--- src/design/scr_pkg.sv ---
`default_nettype none
package scr_pkg;

  localparam int ENTRIES_DEF    = 256;
  localparam int VALUE_BITS_DEF = 32;

  localparam int FUNC_BITS = 2;
  localparam int IDX_BITS  = 16;
  localparam int DATA_BITS = 32;
  localparam int POS_BITS  = 16;
  localparam int CNT_BITS  = 16;
  localparam int ERR_BITS  = 2;
  localparam int MODE_BITS = 3;
  localparam int ACT_BITS  = 9;
  localparam int RES_BITS  = DATA_BITS + POS_BITS + CNT_BITS + ERR_BITS;

  localparam logic [FUNC_BITS-1:0] FUNC_LOAD    = 2'd0;
  localparam logic [FUNC_BITS-1:0] FUNC_SCATTER = 2'd1;
  localparam logic [FUNC_BITS-1:0] FUNC_READ    = 2'd2;

  localparam logic [MODE_BITS-1:0] MODE_MUL = 3'd0;
  localparam logic [MODE_BITS-1:0] MODE_DIV = 3'd1;
  localparam logic [MODE_BITS-1:0] MODE_SUM = 3'd2;
  localparam logic [MODE_BITS-1:0] MODE_MAX = 3'd3;
  localparam logic [MODE_BITS-1:0] MODE_MIN = 3'd4;

  localparam logic [ERR_BITS-1:0] ERR_OK    = 2'd0;
  localparam logic [ERR_BITS-1:0] ERR_RANGE = 2'd1;
  localparam logic [ERR_BITS-1:0] ERR_DIVZ  = 2'd2;

  localparam logic CFG_MODE   = 1'b0;
  localparam logic CFG_ACTIVE = 1'b1;

  localparam logic [ACT_BITS-1:0] ACTIVE_RESET = 9'd256;

  typedef enum logic [1:0] {
    OP_LOAD,
    OP_SCATTER,
    OP_READ
  } op_t;

endpackage
`default_nettype wire

--- src/design/scr_front.sv ---
`default_nettype none
module scr_front import scr_pkg::*; #(
  parameter int ENTRIES    = ENTRIES_DEF,
  parameter int VALUE_BITS = VALUE_BITS_DEF,
  parameter int AW         = $clog2(ENTRIES),
  parameter int QW         = 1 + 2 + AW + VALUE_BITS + POS_BITS
) (
  input  wire logic                  clk,
  input  wire logic                  rst_n,
  input  wire logic                  cfg_we,
  input  wire logic                  cfg_index,
  input  wire logic [ACT_BITS-1:0]   cfg_data,
  input  wire logic                  in_push,
  output logic                       in_full,
  input  wire logic [FUNC_BITS-1:0]  in_func,
  input  wire logic [IDX_BITS-1:0]   in_entry_index,
  input  wire logic signed [DATA_BITS-1:0] in_data_value,
  input  wire logic [POS_BITS-1:0]   in_source_position,
  input  wire logic                  clear_busy,
  output logic [MODE_BITS-1:0]       mode_o,
  output logic                       q_push,
  input  wire logic                  q_full,
  output logic [QW-1:0]              q_data
);

  logic [MODE_BITS-1:0]         mode_r;
  logic [ACT_BITS-1:0]          active_r;
  op_t                          op;
  logic                         oor;
  logic signed [VALUE_BITS-1:0] d_w;

  always_ff @(posedge clk) begin
    if (!rst_n) begin
      mode_r   <= MODE_MUL;
      active_r <= ACTIVE_RESET;
    end else if (cfg_we) begin
      if (cfg_index == CFG_MODE) begin
        mode_r <= cfg_data[MODE_BITS-1:0];
      end else begin
        active_r <= cfg_data;
      end
    end
  end

  always_comb begin
    unique case (in_func)
      FUNC_LOAD:    op = OP_LOAD;
      FUNC_SCATTER: op = OP_SCATTER;
      default:      op = OP_READ;
    endcase
  end

  assign d_w = VALUE_BITS'(in_data_value);
  assign oor = ({1'b0, in_entry_index} >= 17'(active_r)) ||
               ({1'b0, in_entry_index} >= 17'(ENTRIES));

  assign mode_o  = mode_r;
  assign in_full = q_full || clear_busy;
  assign q_push  = in_push && !in_full;
  assign q_data  = {oor, op, in_entry_index[AW-1:0], d_w, in_source_position};

endmodule
`default_nettype wire

--- config.mk ---
export PLATFORM = sky130hd
export DESIGN_NAME = scr_front
export DESIGN_NICKNAME = d
export VERILOG_FILES = /design/src/design/scr_pkg.sv /design/src/design/scr_front.sv
export SDC_FILE = /design/constraint.sdc
export NUM_CORES = 1
export LEC_CHECK = 0
export BUFFER_PORTS_ARGS = -buffer_cell sky130_fd_sc_hd__buf_2
export CORE_UTILIZATION = 32
export CTS_CLUSTER_DIAMETER = 50
export CTS_CLUSTER_SIZE = 28
export DETAILED_ROUTE_END_ITERATION = 12
export PLACE_DENSITY = 0.81
export SLEW_MARGIN = 20
export SYNTH_ARGS = -nofsm -noshare
export SYNTH_HDL_FRONTEND = slang
export SYNTH_SLANG_ARGS = --single-unit
--- constraint.sdc ---
create_clock -name clk -period 2.46 [get_ports clk]
set_clock_uncertainty 0.2 [all_clocks]
set_input_delay 0.123 -clock clk [delete_from_list [all_inputs] [get_ports clk]]
set_output_delay 0.123 -clock clk [all_outputs]
set_load 0.01 [all_outputs]
==> metrics.txt <==
# TYPE chip_impl_metric gauge
chip_impl_info{name="status",value="completed"} 1
chip_impl_metric{name="yosysWarningCount",unit=""} 0
chip_impl_metric{name="floorplan.initialDensity",unit="%"} 33.9
chip_impl_metric{name="detail_route.wirelength.met1",unit="um"} 849
chip_impl_metric{name="leakage",unit="nW"} 0.615
chip_impl_metric{name="async_flop_share",unit="%"} 0
chip_impl_metric{name="drt_first_iter_violations",unit=""} 3
chip_impl_metric{name="worst-r2r-setup-slack",unit="ps"} 1060
chip_impl_info{name="netlist_top_cells_count",value="sky130_fd_sc_hd__buf_4 (57), sky130_fd_sc_hd__nand2_1 (19), sky130_fd_sc_hd__dfxtp_1 (12), sky130_fd_sc_hd__inv_1 (12), sky130_fd_sc_hd__ha_1 (9)"} 1
chip_impl_info{name="critical_path.endpoint",value="q_data[58]"} 1
chip_impl_metric{name="placementRows",unit=""} 21
chip_impl_metric{name="final.setup.tns",unit="ps"} 0
chip_impl_metric{name="post_dp_hpwl",unit="um"} 1730
chip_impl_metric{name="postCtsSetupRepairBufs",unit=""} 0
chip_impl_info{name="cts_root_buffer_type",value="sky130_fd_sc_hd__clkbuf_4"} 1
chip_impl_metric{name="vdd_drop_max",unit="mV"} 0.227
chip_impl_info{name="synth_largest_area_cell",value="sky130_fd_sc_hd__buf_4"} 1
chip_impl_metric{name="grt_antenna_before_repair",unit=""} 0
chip_impl_metric{name="synthesis.nets",unit=""} 236
chip_impl_metric{name="count_of_fill_cells_added_during_filler_insertion",unit=""} 354
chip_impl_metric{name="netlist_area_before_placement",unit="mm^2"} 0.00115
chip_impl_metric{name="number_of_instances_in_the_synthesized_netlist",unit=""} 145
chip_impl_info{name="worstHoldPathType",value="in -> out"} 1
chip_impl_metric{name="post-route-period-util",unit="%"} 86.0
chip_impl_metric{name="met2WireLength",unit="um"} 1070
chip_impl_metric{name="timing.reg2reg.worst_path_depth",unit=""} 3
chip_impl_metric{name="grt_max_degree",unit=""} 13
chip_impl_metric{name="postLayoutSetupSlackWorst",unit="ps"} 345
chip_impl_metric{name="synth_enable_flop_cells",unit=""} 0
chip_impl_metric{name="tightestPinTransition",unit="ps"} 317
chip_impl_metric{name="detail_route.drc_violations",unit=""} 0
chip_impl_metric{name="cap_viol_max_count",unit=""} 0
chip_impl_metric{name="worst-endpoint-required",unit="ps"} 2140
chip_impl_info{name="ys_top_cells_by_area",value="sky130_fd_sc_hd__buf_4 (37%), sky130_fd_sc_hd__dfxtp_1 (21%), sky130_fd_sc_hd__ha_1 (9.8%)"} 1
chip_impl_metric{name="final_nets",unit=""} 249
chip_impl_metric{name="drt-total-wl",unit="um"} 2170
chip_impl_metric{name="crit_arrival",unit="ps"} 1790
chip_impl_info{name="crit_path_end_kind",value="output pin"} 1
chip_impl_metric{name="timing.final.max_slew_violations",unit=""} 0
chip_impl_metric{name="timing.hold.worst_path_depth",unit=""} 0
chip_impl_metric{name="io_buffer_count",unit=""} 49
chip_impl_metric{name="multi_input_comb_area",unit="um^2"} 423
chip_impl_metric{name="timing.fmax",unit="GHz"} 0.473
chip_impl_info{name="tritoncts",value="built"} 1
chip_impl_metric{name="area_growth_syn_to_layout",unit="%"} 7.73
chip_impl_metric{name="hold_viol",unit=""} 0
chip_impl_metric{name="die_span_y",unit="um"} 61.9
chip_impl_metric{name="synthesis.area_per_instance",unit="um^2"} 7.92
chip_impl_metric{name="synth_top_cell_area_share",unit="%"} 37.3
chip_impl_metric{name="vias_in_the_first_global_route",unit=""} 783
chip_impl_metric{name="clock_tree.htree_level_count",unit=""} 1
chip_impl_metric{name="grt_first_pass_wirelength",unit="um"} 3220
chip_impl_info{name="worstReg2RegStart",value="active_r[2]$_SDFFE_PN0P_"} 1
chip_impl_metric{name="detail-route-antenna-nets",unit=""} 0
chip_impl_metric{name="clkSlewWorstSetupHoldPaths",unit="ps"} 80
chip_impl_metric{name="cts.repair.resized",unit=""} 0
chip_impl_metric{name="synth-seq-area-share",unit="%"} 20.9
chip_impl_metric{name="die_area",unit="mm^2"} 0.00383
chip_impl_info{name="setup.worst_path.start",value="active_r[0]$_SDFFE_PN0P_"} 1
chip_impl_metric{name="vias_per_inst",unit=""} 4.33
chip_impl_metric{name="share_of_post_route_cells_with_drive_strength_above_1",unit="%"} 35.0
chip_impl_info{name="ys_dominant_reg_cell",value="sky130_fd_sc_hd__dfxtp_1"} 1
chip_impl_metric{name="largest_fanout_of_any_net_on_the_critical_path",unit=""} 2
chip_impl_info{name="criticalPathCategory",value="reg -> out"} 1
chip_impl_metric{name="cts-buffers-inserted",unit=""} 3
chip_impl_metric{name="post_drt_wl_per_cell",unit="um"} 10.7
chip_impl_metric{name="worst_skew_pair.late_latency",unit="ps"} 280
chip_impl_info{name="routed.top_layer",value="met4"} 1
chip_impl_metric{name="num_io_pins",unit=""} 146
chip_impl_info{name="r2r_end",value="active_r[2]$_SDFFE_PN0P_"} 1
chip_impl_metric{name="power.density",unit="mW/mm^2"} 396
chip_impl_info{name="synthMostInstantiatedCell",value="sky130_fd_sc_hd__buf_4"} 1
chip_impl_metric{name="max-clock-path-buffers",unit=""} 2
chip_impl_metric{name="gp_congestion",unit=""} 0.722
chip_impl_metric{name="sequential_cell_area",unit="um^2"} 240
chip_impl_metric{name="period_minus_slack",unit="ps"} 2110
chip_impl_info{name="timing.critical_path.from_type",value="flip-flop"} 1
chip_impl_metric{name="grt_usage",unit="%"} 12.1
chip_impl_metric{name="drt_pre_antenna_iters",unit=""} 4
chip_impl_metric{name="antenna_diode_count",unit=""} 0
chip_impl_metric{name="maxSlewHeadroom",unit="%"} 78.8
chip_impl_metric{name="met3_length",unit="um"} 145
chip_impl_info{name="grt_setup_unrepaired",value="false"} 1
chip_impl_metric{name="die_width",unit="um"} 61.9
chip_impl_metric{name="synthDistinctLibCells",unit=""} 26
chip_impl_metric{name="grt.overflow.total",unit=""} 0
chip_impl_metric{name="dr_total_vias",unit=""} 879
chip_impl_metric{name="setup_violations",unit=""} 0
chip_impl_metric{name="postSynthRegisterBits",unit=""} 12
chip_impl_metric{name="placeable_core_region",unit="mm^2"} 0.00339
chip_impl_metric{name="pre_cts_slack",unit="ps"} 636
chip_impl_metric{name="clock_sinks",unit=""} 12
-- layer usage --
| layer | track usage (%) | vias to the layer above |
|---|---|---|
| li1 | - | 429 |
| met1 | 11.9 | 386 |
| met5 | 0 | - |
| met3 | 2.69 | 13 |
| met2 | 21.0 | 51 |
| met4 | 10.8 | 0 |
-- power breakdown --
| part | total [mW] | internal, mW | switching (mW) |
|---|---|---|---|
| Clock | 0.159 | 0.0902 | 0.0692 |
| Combinational | 0.123 | 0.0703 | 0.0530 |
| Sequential | 0.207 | 0.204 | 0.00381 |
| Total | 0.490 | 0.364 | 0.126 |
-- kinds of logic (layout without fill, tap and decap cells) --
| logic type | Yosys count | in the layout | share of synthesized area [%] |
|---|---|---|---|
| simple gates | 33 | 33 | 14.1 |
| buf+inv | 72 | 84 | 42.3 |
| compound gates | 16 | 16 | 10.3 |
| fa+ha+maj | 9 | 9 | 9.80 |
| mux | 3 | 3 | 2.61 |
| flops | 12 | 12 | 20.9 |
-- cells in the final DEF, fill, tap and decap left out --
cell                             n
sky130_fd_sc_hd__dlygate4sd3_1  19
sky130_fd_sc_hd__and2_1          1
sky130_fd_sc_hd__a21oi_1         2
sky130_fd_sc_hd__clkbuf_8        1
sky130_fd_sc_hd__clkbuf_4        3
sky130_fd_sc_hd__buf_2          49
sky130_fd_sc_hd__nand2b_1        1
sky130_fd_sc_hd__o211ai_1        1
sky130_fd_sc_hd__nor3_1          1
sky130_fd_sc_hd__o21ai_0         1
sky130_fd_sc_hd__o32ai_1         1
sky130_fd_sc_hd__a211oi_1        1
sky130_fd_sc_hd__nand2_1        19
sky130_fd_sc_hd__nor2b_1         4
sky130_fd_sc_hd__dfxtp_1        12
sky130_fd_sc_hd__a2111o_1        1
sky130_fd_sc_hd__nand4b_1        1
sky130_fd_sc_hd__ha_1            9
sky130_fd_sc_hd__nor2_1          2
sky130_fd_sc_hd__nand2b_4        1
sky130_fd_sc_hd__a21boi_0        8
sky130_fd_sc_hd__inv_1          12
sky130_fd_sc_hd__mux2i_1         3
sky130_fd_sc_hd__nand3_1         1
sky130_fd_sc_hd__nor4_1          1
sky130_fd_sc_hd__or2_2           1
sky130_fd_sc_hd__a211o_1         1
-- how the worst min path moves through the flow --
stage                                     to                    from
global placement                  q_data[13]  in_source_position[13]
finish                            q_data[12]  in_source_position[12]
floorplan           active_r[8]$_SDFFE_PN1P_             cfg_data[8]
detailed placement                q_data[13]  in_source_position[13]
CTS                               q_data[13]  in_source_position[13]
global route                       q_data[2]   in_source_position[2]
-- flip-flops by register name, summed over array words and instances, names as in the netlist --
name and count:
active_r 9, mode_o 3
-- repair_timing --
item | 4_1_cts | 5_1_grt
hold endpoints to repair | 12 | 0
hold buffers | 19 | 0
endpoints found under the setup margin | 0 | 0
-- metrics by stage --
stage | power, mW | std cells | util (%) | hold WS (ps) | cell area [um^2]
final | 0.490 | 203 | 36.5 | 46.0 | 1240
after global routing | 0.523 | 203 | 36.5 | 46.0 | 1240
after CTS | 0.498 | 203 | 36.5 | 46.1 | 1240
after detailed placement | 0.315 | 180 | 29.8 | 46.1 | 1010
after global placement | 0.311 | 180 | 29.8 | 46.1 | 1010
after floorplan | 0.354 | 145 | - | 60.6 | 1150
-- layout make-up --
type                       count  area share [%]
multi-input combinational     61            34.2
sequential                    12            19.4
clock buffer                   4            2.93
timing repair buffer          68            35.2
inverter                      12            3.64
tap                           46            4.65
-- worst max-delay path, stage by stage, from the launching register on --
cell and delay (ps):
sky130_fd_sc_hd__dfxtp_1 320, sky130_fd_sc_hd__ha_1 260, sky130_fd_sc_hd__nand2b_4 130, sky130_fd_sc_hd__a2111o_1 410, sky130_fd_sc_hd__a211o_1 250, sky130_fd_sc_hd__buf_2 140
Note: power is estimated with default switching activity, not from simulation.
