===== src/design/scr_fifo.sv =====
`default_nettype none
module scr_fifo #(
  parameter int W = 8
) (
  input  wire logic         clk,
  input  wire logic         rst_n,
  input  wire logic         push,
  output logic              full,
  input  wire logic [W-1:0] wdata,
  input  wire logic         pop,
  output logic              empty,
  output logic      [W-1:0] rdata
);

  logic [W-1:0] mem_r [2];
  logic         wr_ptr_r;
  logic         rd_ptr_r;
  logic [1:0]   cnt_r;
  logic         do_push;
  logic         do_pop;

  assign full    = (cnt_r == 2'd2);
  assign empty   = (cnt_r == 2'd0);
  assign rdata   = mem_r[rd_ptr_r];
  assign do_push = push && !full;
  assign do_pop  = pop && !empty;

  always_ff @(posedge clk) begin
    if (!rst_n) begin
      wr_ptr_r <= 1'b0;
      rd_ptr_r <= 1'b0;
      cnt_r    <= 2'd0;
    end else begin
      if (do_push) begin
        wr_ptr_r <= !wr_ptr_r;
      end
      if (do_pop) begin
        rd_ptr_r <= !rd_ptr_r;
      end
      if (do_push && !do_pop) begin
        cnt_r <= cnt_r + 2'd1;
      end else if (do_pop && !do_push) begin
        cnt_r <= cnt_r - 2'd1;
      end
    end
  end

  always_ff @(posedge clk) begin
    if (do_push) begin
      mem_r[wr_ptr_r] <= wdata;
    end
  end

endmodule
`default_nettype wire


===== config.mk =====
export PLATFORM = sky130hd
export DESIGN_NAME = scr_fifo
export DESIGN_NICKNAME = d
export VERILOG_FILES = /design/src/design/scr_fifo.sv
export SDC_FILE = /design/constraint.sdc
export NUM_CORES = 1
export LEC_CHECK = 0
export BUFFER_PORTS_ARGS = -buffer_cell sky130_fd_sc_hd__buf_2
export CAP_MARGIN = 20
export CELL_PAD_IN_SITES_DETAIL_PLACEMENT = 0
export CELL_PAD_IN_SITES_GLOBAL_PLACEMENT = 2
export CORE_MARGIN = 5
export CORE_UTILIZATION = 33
export CTS_CLUSTER_SIZE = 28
export DETAILED_ROUTE_END_ITERATION = 10
export PLACE_DENSITY = 0.75
export SKIP_CTS_REPAIR_TIMING = 1
export SLEW_MARGIN = 20
export SYNTH_ARGS = -nofsm -noshare
export SYNTH_HDL_FRONTEND = slang
export SYNTH_SLANG_ARGS = --single-unit

===== constraint.sdc =====
create_clock -name clk -period 2 [get_ports clk]
set_clock_uncertainty 0.15 [all_clocks]
set_input_delay 0.2 -clock clk [delete_from_list [all_inputs] [get_ports clk]]
set_output_delay 0.2 -clock clk [all_outputs]
set_load 0.02 [all_outputs]

==> results.json, run 1 <==
{
  "result_of_the_run": "finished, final reports clean",
  "cts_num_sinks": 21,
  "worstMarginPinSlew_ns": 0.413,
  "clockBufferDepth": 2,
  "placed_cells_incl_taps": 100,
  "final_layout_size_suffix_gt1_frac": 0.400,
  "final_nets": 99,
  "synth_seq_area_share": 0.723,
  "critical_path.endpoint": "cnt_r[1]$_SDFFE_PN0P_",
  "worst_skew_pair.late_latency_ns": 0.29,
  "startpoint": "cnt_r[0]$_SDFFE_PN0P_",
  "cp_max_fo": 5,
  "totalNegativeSetupSlack_ns": 0,
  "synth_area_um2": 803,
  "dpl_cell_area_um2": 946,
  "diodes": 0,
  "firstDrtPassIters": 3,
  "floorplan.core_area_um2": 2280,
  "maximum_number_of_pins_on_one_net_before_global_route_repair": 12,
  "die_height_um": 59.3,
  "synth.top_cells.by_area": "sky130_fd_sc_hd__edfxtp_1 (60%), sky130_fd_sc_hd__dfxtp_1 (12%), sky130_fd_sc_hd__mux2_2 (11%)",
  "worst_r2r_path_depth": 6,
  "slew_headroom": 0.725,
  "maximum_clock_rate_mhz": 565,
  "final.period_utilization": 0.885,
  "floorplan.die_area_um2": 3520,
  "first_pass_grt_wire_length_um": 2170,
  "initial_utilization": 0.353,
  "leakage_nw": 0.431,
  "vias": 510,
  "crit-reg2reg-launch": "cnt_r[0]$_SDFFE_PN0P_",
  "synth_area_per_cell_um2": 15.8,
  "final_period_minus_worst_setup_slack_ns": 1.77,
  "tritoncts.num_buffers": 3,
  "ys.warnings.count": 0,
  "cts_root_buf": "sky130_fd_sc_hd__clkbuf_4",
  "crit_path_cell_trace": "nand2b_1 > inv_1 > nor2_1 > ha_1 > or3_1 > a21oi_1",
  "drc": 0,
  "grt_antenna_before_repair": 0,
  "crit_slowest_cell": "sky130_fd_sc_hd__or3_1",
  "crit_path_end_kind": "register",
  "portBuffers": 21,
  "stdcell_area_um2": 1060,
  "critical_path_s_largest_stage_delay_ns": 0.38,
  "yosys.area.top_type": "sky130_fd_sc_hd__edfxtp_1",
  "grt_setup_unrepaired": "false",
  "placer_congestion": 0.740,
  "post_detailed_route_via_to_cell_ratio": 4.51,
  "post_layout_nonfiller_instances": 113,
  "cts_tree": "done",
  "setup.worst_path.start_class": "register",
  "power_density_nw_per_um2": 1160,
  "syn_nets": 64,
  "timing.setup.critical_path_class": "register to register",
  "final-max-slew-violation-count": 0,
  "finalSetupViolCount": 0,
  "grt_pass1_vias": 522,
  "yosysTopAreaCellShare": 0.598,
  "critical_path_arrival_ns": 1.85,
  "areaGrowthSynthToFinish_pct": 32.2,
  "peakVddDrop_uv": 582,
  "timing.critical_path.required_ns": 2.08,
  "r2r-end": "cnt_r[1]$_SDFFE_PN0P_",
  "avgRoutedWirePerCell_um": 12.0,
  "ant_nets": 0,
  "die_w_um": 59.3,
  "report.final.hold_viol_count": 0,
  "dr.first_iter.drc_count": 4,
  "all_layer_gr_usage": 0.0868,
  "route.final.wire_length_um": 1360,
  "r2r_setup_slack_ns": 0.23,
  "netlist_instances": 51,
  "synth_seq_cells": 21,
  "detailed_place_hpwl_um": 1000,
  "cap_violations": 0,
  "std_cell_rows": 17,
  "gr_overflow_total": 0,
  "netlist-cell-type-count": 16,
  "cts_htree_levels": 1,
  "worstHoldPathType": "input port to register",
  "boundaryPins": 22,
  "clk_pin_slew_worst_paths_ns": 0.10
}
[logic make-up after synthesis]
kind of cell / share of synthesized area
xor+xnor: 0.0327
compound gates: 0.0374
buf+inv: 0.0202
mux: 0.112
flops: 0.723
simple gates: 0.0592
fa+ha+maj: 0.0156
[routing by layer]
layer,routed length (um),share of wire,up-vias,track usage
met3,71,0.052,2,0.0261
met1,633,0.47,241,0.0988
met4,9,0.0066,0,0.0485
li1,-,-,253,-
met5,0,0,-,0
met2,647,0.48,14,0.144
[metrics by stage]
| stage | util | setup WS, ns | power, mW | hold slack, ns |
|---|---|---|---|---|
| after detailed placement | 0.416 | 0.259 | 1.05 | 0.242 |
| after CTS | 0.427 | 0.208 | 1.24 | -0.0758 |
| after global placement | 0.416 | 0.310 | 1.04 | 0.238 |
| final | 0.467 | 0.230 | 1.23 | 0.122 |
| after floorplan | - | 0.232 | 0.913 | 0.149 |
| after global routing | 0.467 | 0.107 | 1.32 | 0.121 |
[cell type report]
type                            instances  area [um2]
Clock buffer                            4        26.3
Fill cell                             211        1210
Inverter                                3        11.3
Multi-Input combinational cell         26         206
Sequential cell                        21         581
Tap cell                               28        35.0
Timing Repair Buffer                   31         203
[worst max-delay path: cells and delay by family (launching register included)]
kind / cells / cell delay, ns
AND/OR/NAND/NOR: 3 / 0.61
flip-flops: 1 / 0.37
adder cells (fa/ha/maj): 1 / 0.32
AO/OA/AOI/OAI: 1 / 0.15
buffers and inverters: 1 / 0.11
[how the worst min path moves through the flow]
stage / slack [ns] / depth (start not counted) / endpoint / startpoint
2_1_floorplan: 0.15 / 0 / mem_r[0][0]$_DFFE_PP_ / wdata[0]
3_3_place_gp: 0.24 / 1 / mem_r[1][5]$_DFFE_PP_ / wdata[5]
3_5_place_dp: 0.24 / 1 / mem_r[0][6]$_DFFE_PP_ / wdata[6]
4_1_cts: -0.08 / 1 / mem_r[1][6]$_DFFE_PP_ / wdata[6]
5_1_grt: 0.12 / 3 / wr_ptr_r$_SDFFE_PN0P_ / push
6_report: 0.12 / 3 / wr_ptr_r$_SDFFE_PN0P_ / push
[report_power, final]
group          leakage [nW]  internal (mW)  switching (mW)
logic                 0.225          0.190           0.238
registers             0.191          0.556          0.0575
clock network        0.0150         0.0775           0.112
total                 0.431          0.824           0.408
[placed cells by master, fill, tap and decap left out, types with 2 or more instances in the layout]
master | synthesis | routed
sky130_fd_sc_hd__clkbuf_4 | 0 | 3
sky130_fd_sc_hd__buf_2 | 1 | 21
sky130_fd_sc_hd__inv_1 | 3 | 3
sky130_fd_sc_hd__nor2_1 | 5 | 5
sky130_fd_sc_hd__mux2_2 | 8 | 8
sky130_fd_sc_hd__edfxtp_1 | 16 | 16
sky130_fd_sc_hd__dfxtp_1 | 5 | 5
sky130_fd_sc_hd__xor2_1 | 3 | 3
sky130_fd_sc_hd__o21ai_0 | 2 | 2
sky130_fd_sc_hd__dlygate4sd3_1 | 0 | 9
[synthesized netlist by cell type, drive strengths merged]
| cell | n |
|---|---|
| dfxtp | 5 |
| o21ai | 2 |
| nor2 | 5 |
| a21oi | 1 |
| nor3 | 1 |
| mux2 | 8 |
| ha | 1 |
| o21a | 1 |
| nand2b | 1 |
| a21boi | 1 |
| edfxtp | 16 |
| inv | 3 |
| or3 | 1 |
| xor2 | 3 |
| buf | 1 |
| and3 | 1 |
[state kept, by name (all words and copies together) (netlist names), named ones only]
| register | count |
|---|---|
| wr_ptr_r | 1 |
| cnt_r | 2 |
| rd_ptr_r | 1 |
| mem_r | 16 |
No activity file was read; power rests on OpenSTA's default activity.
==> inputs of run 2 (changes only) <==
--- a/config.mk
+++ b/config.mk
@@ -6,14 +6,12 @@
 export NUM_CORES = 1
 export LEC_CHECK = 0
 export BUFFER_PORTS_ARGS = -buffer_cell sky130_fd_sc_hd__buf_2
-export CAP_MARGIN = 20
-export CELL_PAD_IN_SITES_DETAIL_PLACEMENT = 0
-export CELL_PAD_IN_SITES_GLOBAL_PLACEMENT = 2
+export CAP_MARGIN = 10
 export CORE_MARGIN = 5
-export CORE_UTILIZATION = 33
+export CORE_UTILIZATION = 35
 export CTS_CLUSTER_SIZE = 28
 export DETAILED_ROUTE_END_ITERATION = 10
-export PLACE_DENSITY = 0.75
+export PLACE_DENSITY = 0.58
 export SKIP_CTS_REPAIR_TIMING = 1
 export SLEW_MARGIN = 20
 export SYNTH_ARGS = -nofsm -noshare
==> constraint.sdc (replaced) <==
create_clock -name clk -period 2.15 [get_ports clk]
set_clock_uncertainty 0.15 [all_clocks]
set_input_delay 0.215 -clock clk [delete_from_list [all_inputs] [get_ports clk]]
set_output_delay 0.215 -clock clk [all_outputs]
set_load 0.02 [all_outputs]
==> run 2 against run 1 <==
Effect of this change:
- sequential cell count unchanged
- cell area increased by 0.12%
- sequential share of layout area decreased by 0.064 points
- critical path depth decreased by 4
- via count increased by 0.59%
- non-clock buffer count unchanged
- total power decreased by 7.0%
- sequential power decreased by 7.2%
- global-route usage decreased by 0.27 points
- critical path type is now register to output pin
- largest power group unchanged
- highest routed layer unchanged
==> results.json, run 2 (synthesized netlist as in run 1, its figures left out) <==
{
  "slew_headroom": 0.751,
  "worst_skew_pair.late_latency_ns": 0.30,
  "boundaryPins": 22,
  "grt_pass1_vias": 467,
  "ant_nets": 0,
  "initial_utilization": 0.363,
  "fillers": 217,
  "peakVddDrop_uv": 575,
  "areaGrowthSynthToFinish_pct": 32.4,
  "maximum_number_of_pins_on_one_net_before_global_route_repair": 13,
  "clk_pin_slew_worst_paths_ns": 0.11,
  "floorplan.die_area_um2": 3350,
  "power_switching_mw": 0.382,
  "worstMarginPinSlew_ns": 0.373,
  "vias": 513,
  "power_density_nw_per_um2": 1080,
  "drc": 0,
  "final.period_utilization": 0.817,
  "route.final.wire_length_um": 1290,
  "tritoncts.num_buffers": 3,
  "die_w_um": 57.9,
  "final_nets": 99,
  "result_of_the_run": "finished, final reports clean",
  "cts_htree_levels": 1,
  "clockBufferDepth": 2,
  "report.final.hold_viol_count": 0,
  "diodes": 0,
  "timing.critical_path.required_ns": 1.78,
  "firstDrtPassIters": 4,
  "portBuffers": 21,
  "register_with_the_most_flip_flops": "mem_r",
  "cap_violations": 0,
  "cts_num_sinks": 21,
  "post_detailed_route_via_to_cell_ratio": 4.54,
  "final_layout_size_suffix_gt1_frac": 0.412,
  "cp_max_fo": 8,
  "floorplan.core_area_um2": 2210,
  "clock_power_share": 0.159,
  "gr_overflow_total": 0,
  "placer_congestion": 0.729,
  "die_height_um": 57.9,
  "timing.setup.critical_path_class": "register to output pin",
  "grt_setup_unrepaired": "false",
  "crit_path_end_kind": "output pin",
  "netSwitchingFraction": 0.333,
  "maximum_clock_rate_mhz": 569,
  "seq_power_share": 0.497,
  "largest_register_ffs": 16,
  "leakage_nw": 0.434,
  "totalNegativeSetupSlack_ns": 0,
  "p_comb_frac": 0.343,
  "internal_power_mw": 0.764,
  "setup.worst_path.start_class": "register",
  "final_cell_mix": "sky130_fd_sc_hd__buf_2 (21), sky130_fd_sc_hd__edfxtp_1 (16), sky130_fd_sc_hd__dlygate4sd3_1 (9)",
  "first_pass_grt_wire_length_um": 2010,
  "all_layer_gr_usage": 0.0841,
  "worstHoldPathType": "input port to register",
  "cts_tree": "done",
  "most_common_library_cell_in_the_layout_ignoring_fill_and_taps": "sky130_fd_sc_hd__buf_2",
  "dr.first_iter.drc_count": 8,
  "cts_root_buf": "sky130_fd_sc_hd__clkbuf_4",
  "std_cell_rows": 17,
  "grt_antenna_before_repair": 0,
  "largest_registers": "mem_r (16), cnt_r (2)",
  "final_period_minus_worst_setup_slack_ns": 1.76,
  "finalSetupViolCount": 0,
  "critical_path_arrival_ns": 1.39,
  "avgRoutedWirePerCell_um": 11.4,
  "total_power_mw": 1.15,
  "final-max-slew-violation-count": 0
}
-- run 2: cell count changes in the layout (fill, tap and decap cells not counted) --
cell                       before  now
sky130_fd_sc_hd__clkbuf_1       1    0
sky130_fd_sc_hd__clkinv_2       0    1
-- run 2: worst max-delay path, cell delays in order (launching register included) --
cell and delay, ns:
sky130_fd_sc_hd__dfxtp_1 0.56, sky130_fd_sc_hd__mux2_2 0.38, sky130_fd_sc_hd__buf_2 0.16
-- run 2: layer usage --
layer / global-route usage / part of all wire
met1: 0.0893 / 0.41
met2: 0.135 / 0.48
met3: 0.0468 / 0.090
met4: 0.0397 / 0.015
met5: 0 / 0
-- run 2: worst paths after layout --
kind,cells after the start,to,from,slack (ns)
setup reg to reg,6,cnt_r[1]$_SDFFE_PN0P_,cnt_r[0]$_SDFFE_PN0P_,0.40
setup / recovery,2,rdata[3],register,0.39
hold reg to reg,2,rd_ptr_r$_SDFFE_PN0P_,rd_ptr_r$_SDFFE_PN0P_,0.37
hold / removal,3,wr_ptr_r$_SDFFE_PN0P_,push,0.12
-- run 2: power by group through the flow --
stage / clock network, mW / registers [mW] / logic, mW
finish: 0.182 / 0.570 / 0.394
global route: 0.209 / 0.582 / 0.431
CTS: 0.193 / 0.572 / 0.388
detailed placement: 0 / 0.581 / 0.387
global placement: 0 / 0.579 / 0.381
floorplan: 0 / 0.552 / 0.297
-- run 2: through the flow --
step                hold WS, ns  cell area (um2)  instances   util  worst slack [ns]
floorplan                 0.164              803         51      -             0.382
CTS                     -0.0664              973        104  0.440             0.350
global placement          0.254              946        100  0.428             0.471
global route              0.126             1060        113  0.481             0.280
detailed placement        0.262              946        100  0.428             0.421
finish                    0.120             1060        113  0.481             0.393
-- run 2: final cells by class --
class	instances	area, um2	share of cell area
inverters	3	11.3	0.0106
multi-input cells	26	206	0.194
clock inverters	1	5.00	0.00471
clock buffers	3	22.5	0.0212
repair buffers	31	203	0.191
flip-flops and latches	21	581	0.546
well taps	28	35.0	0.0329
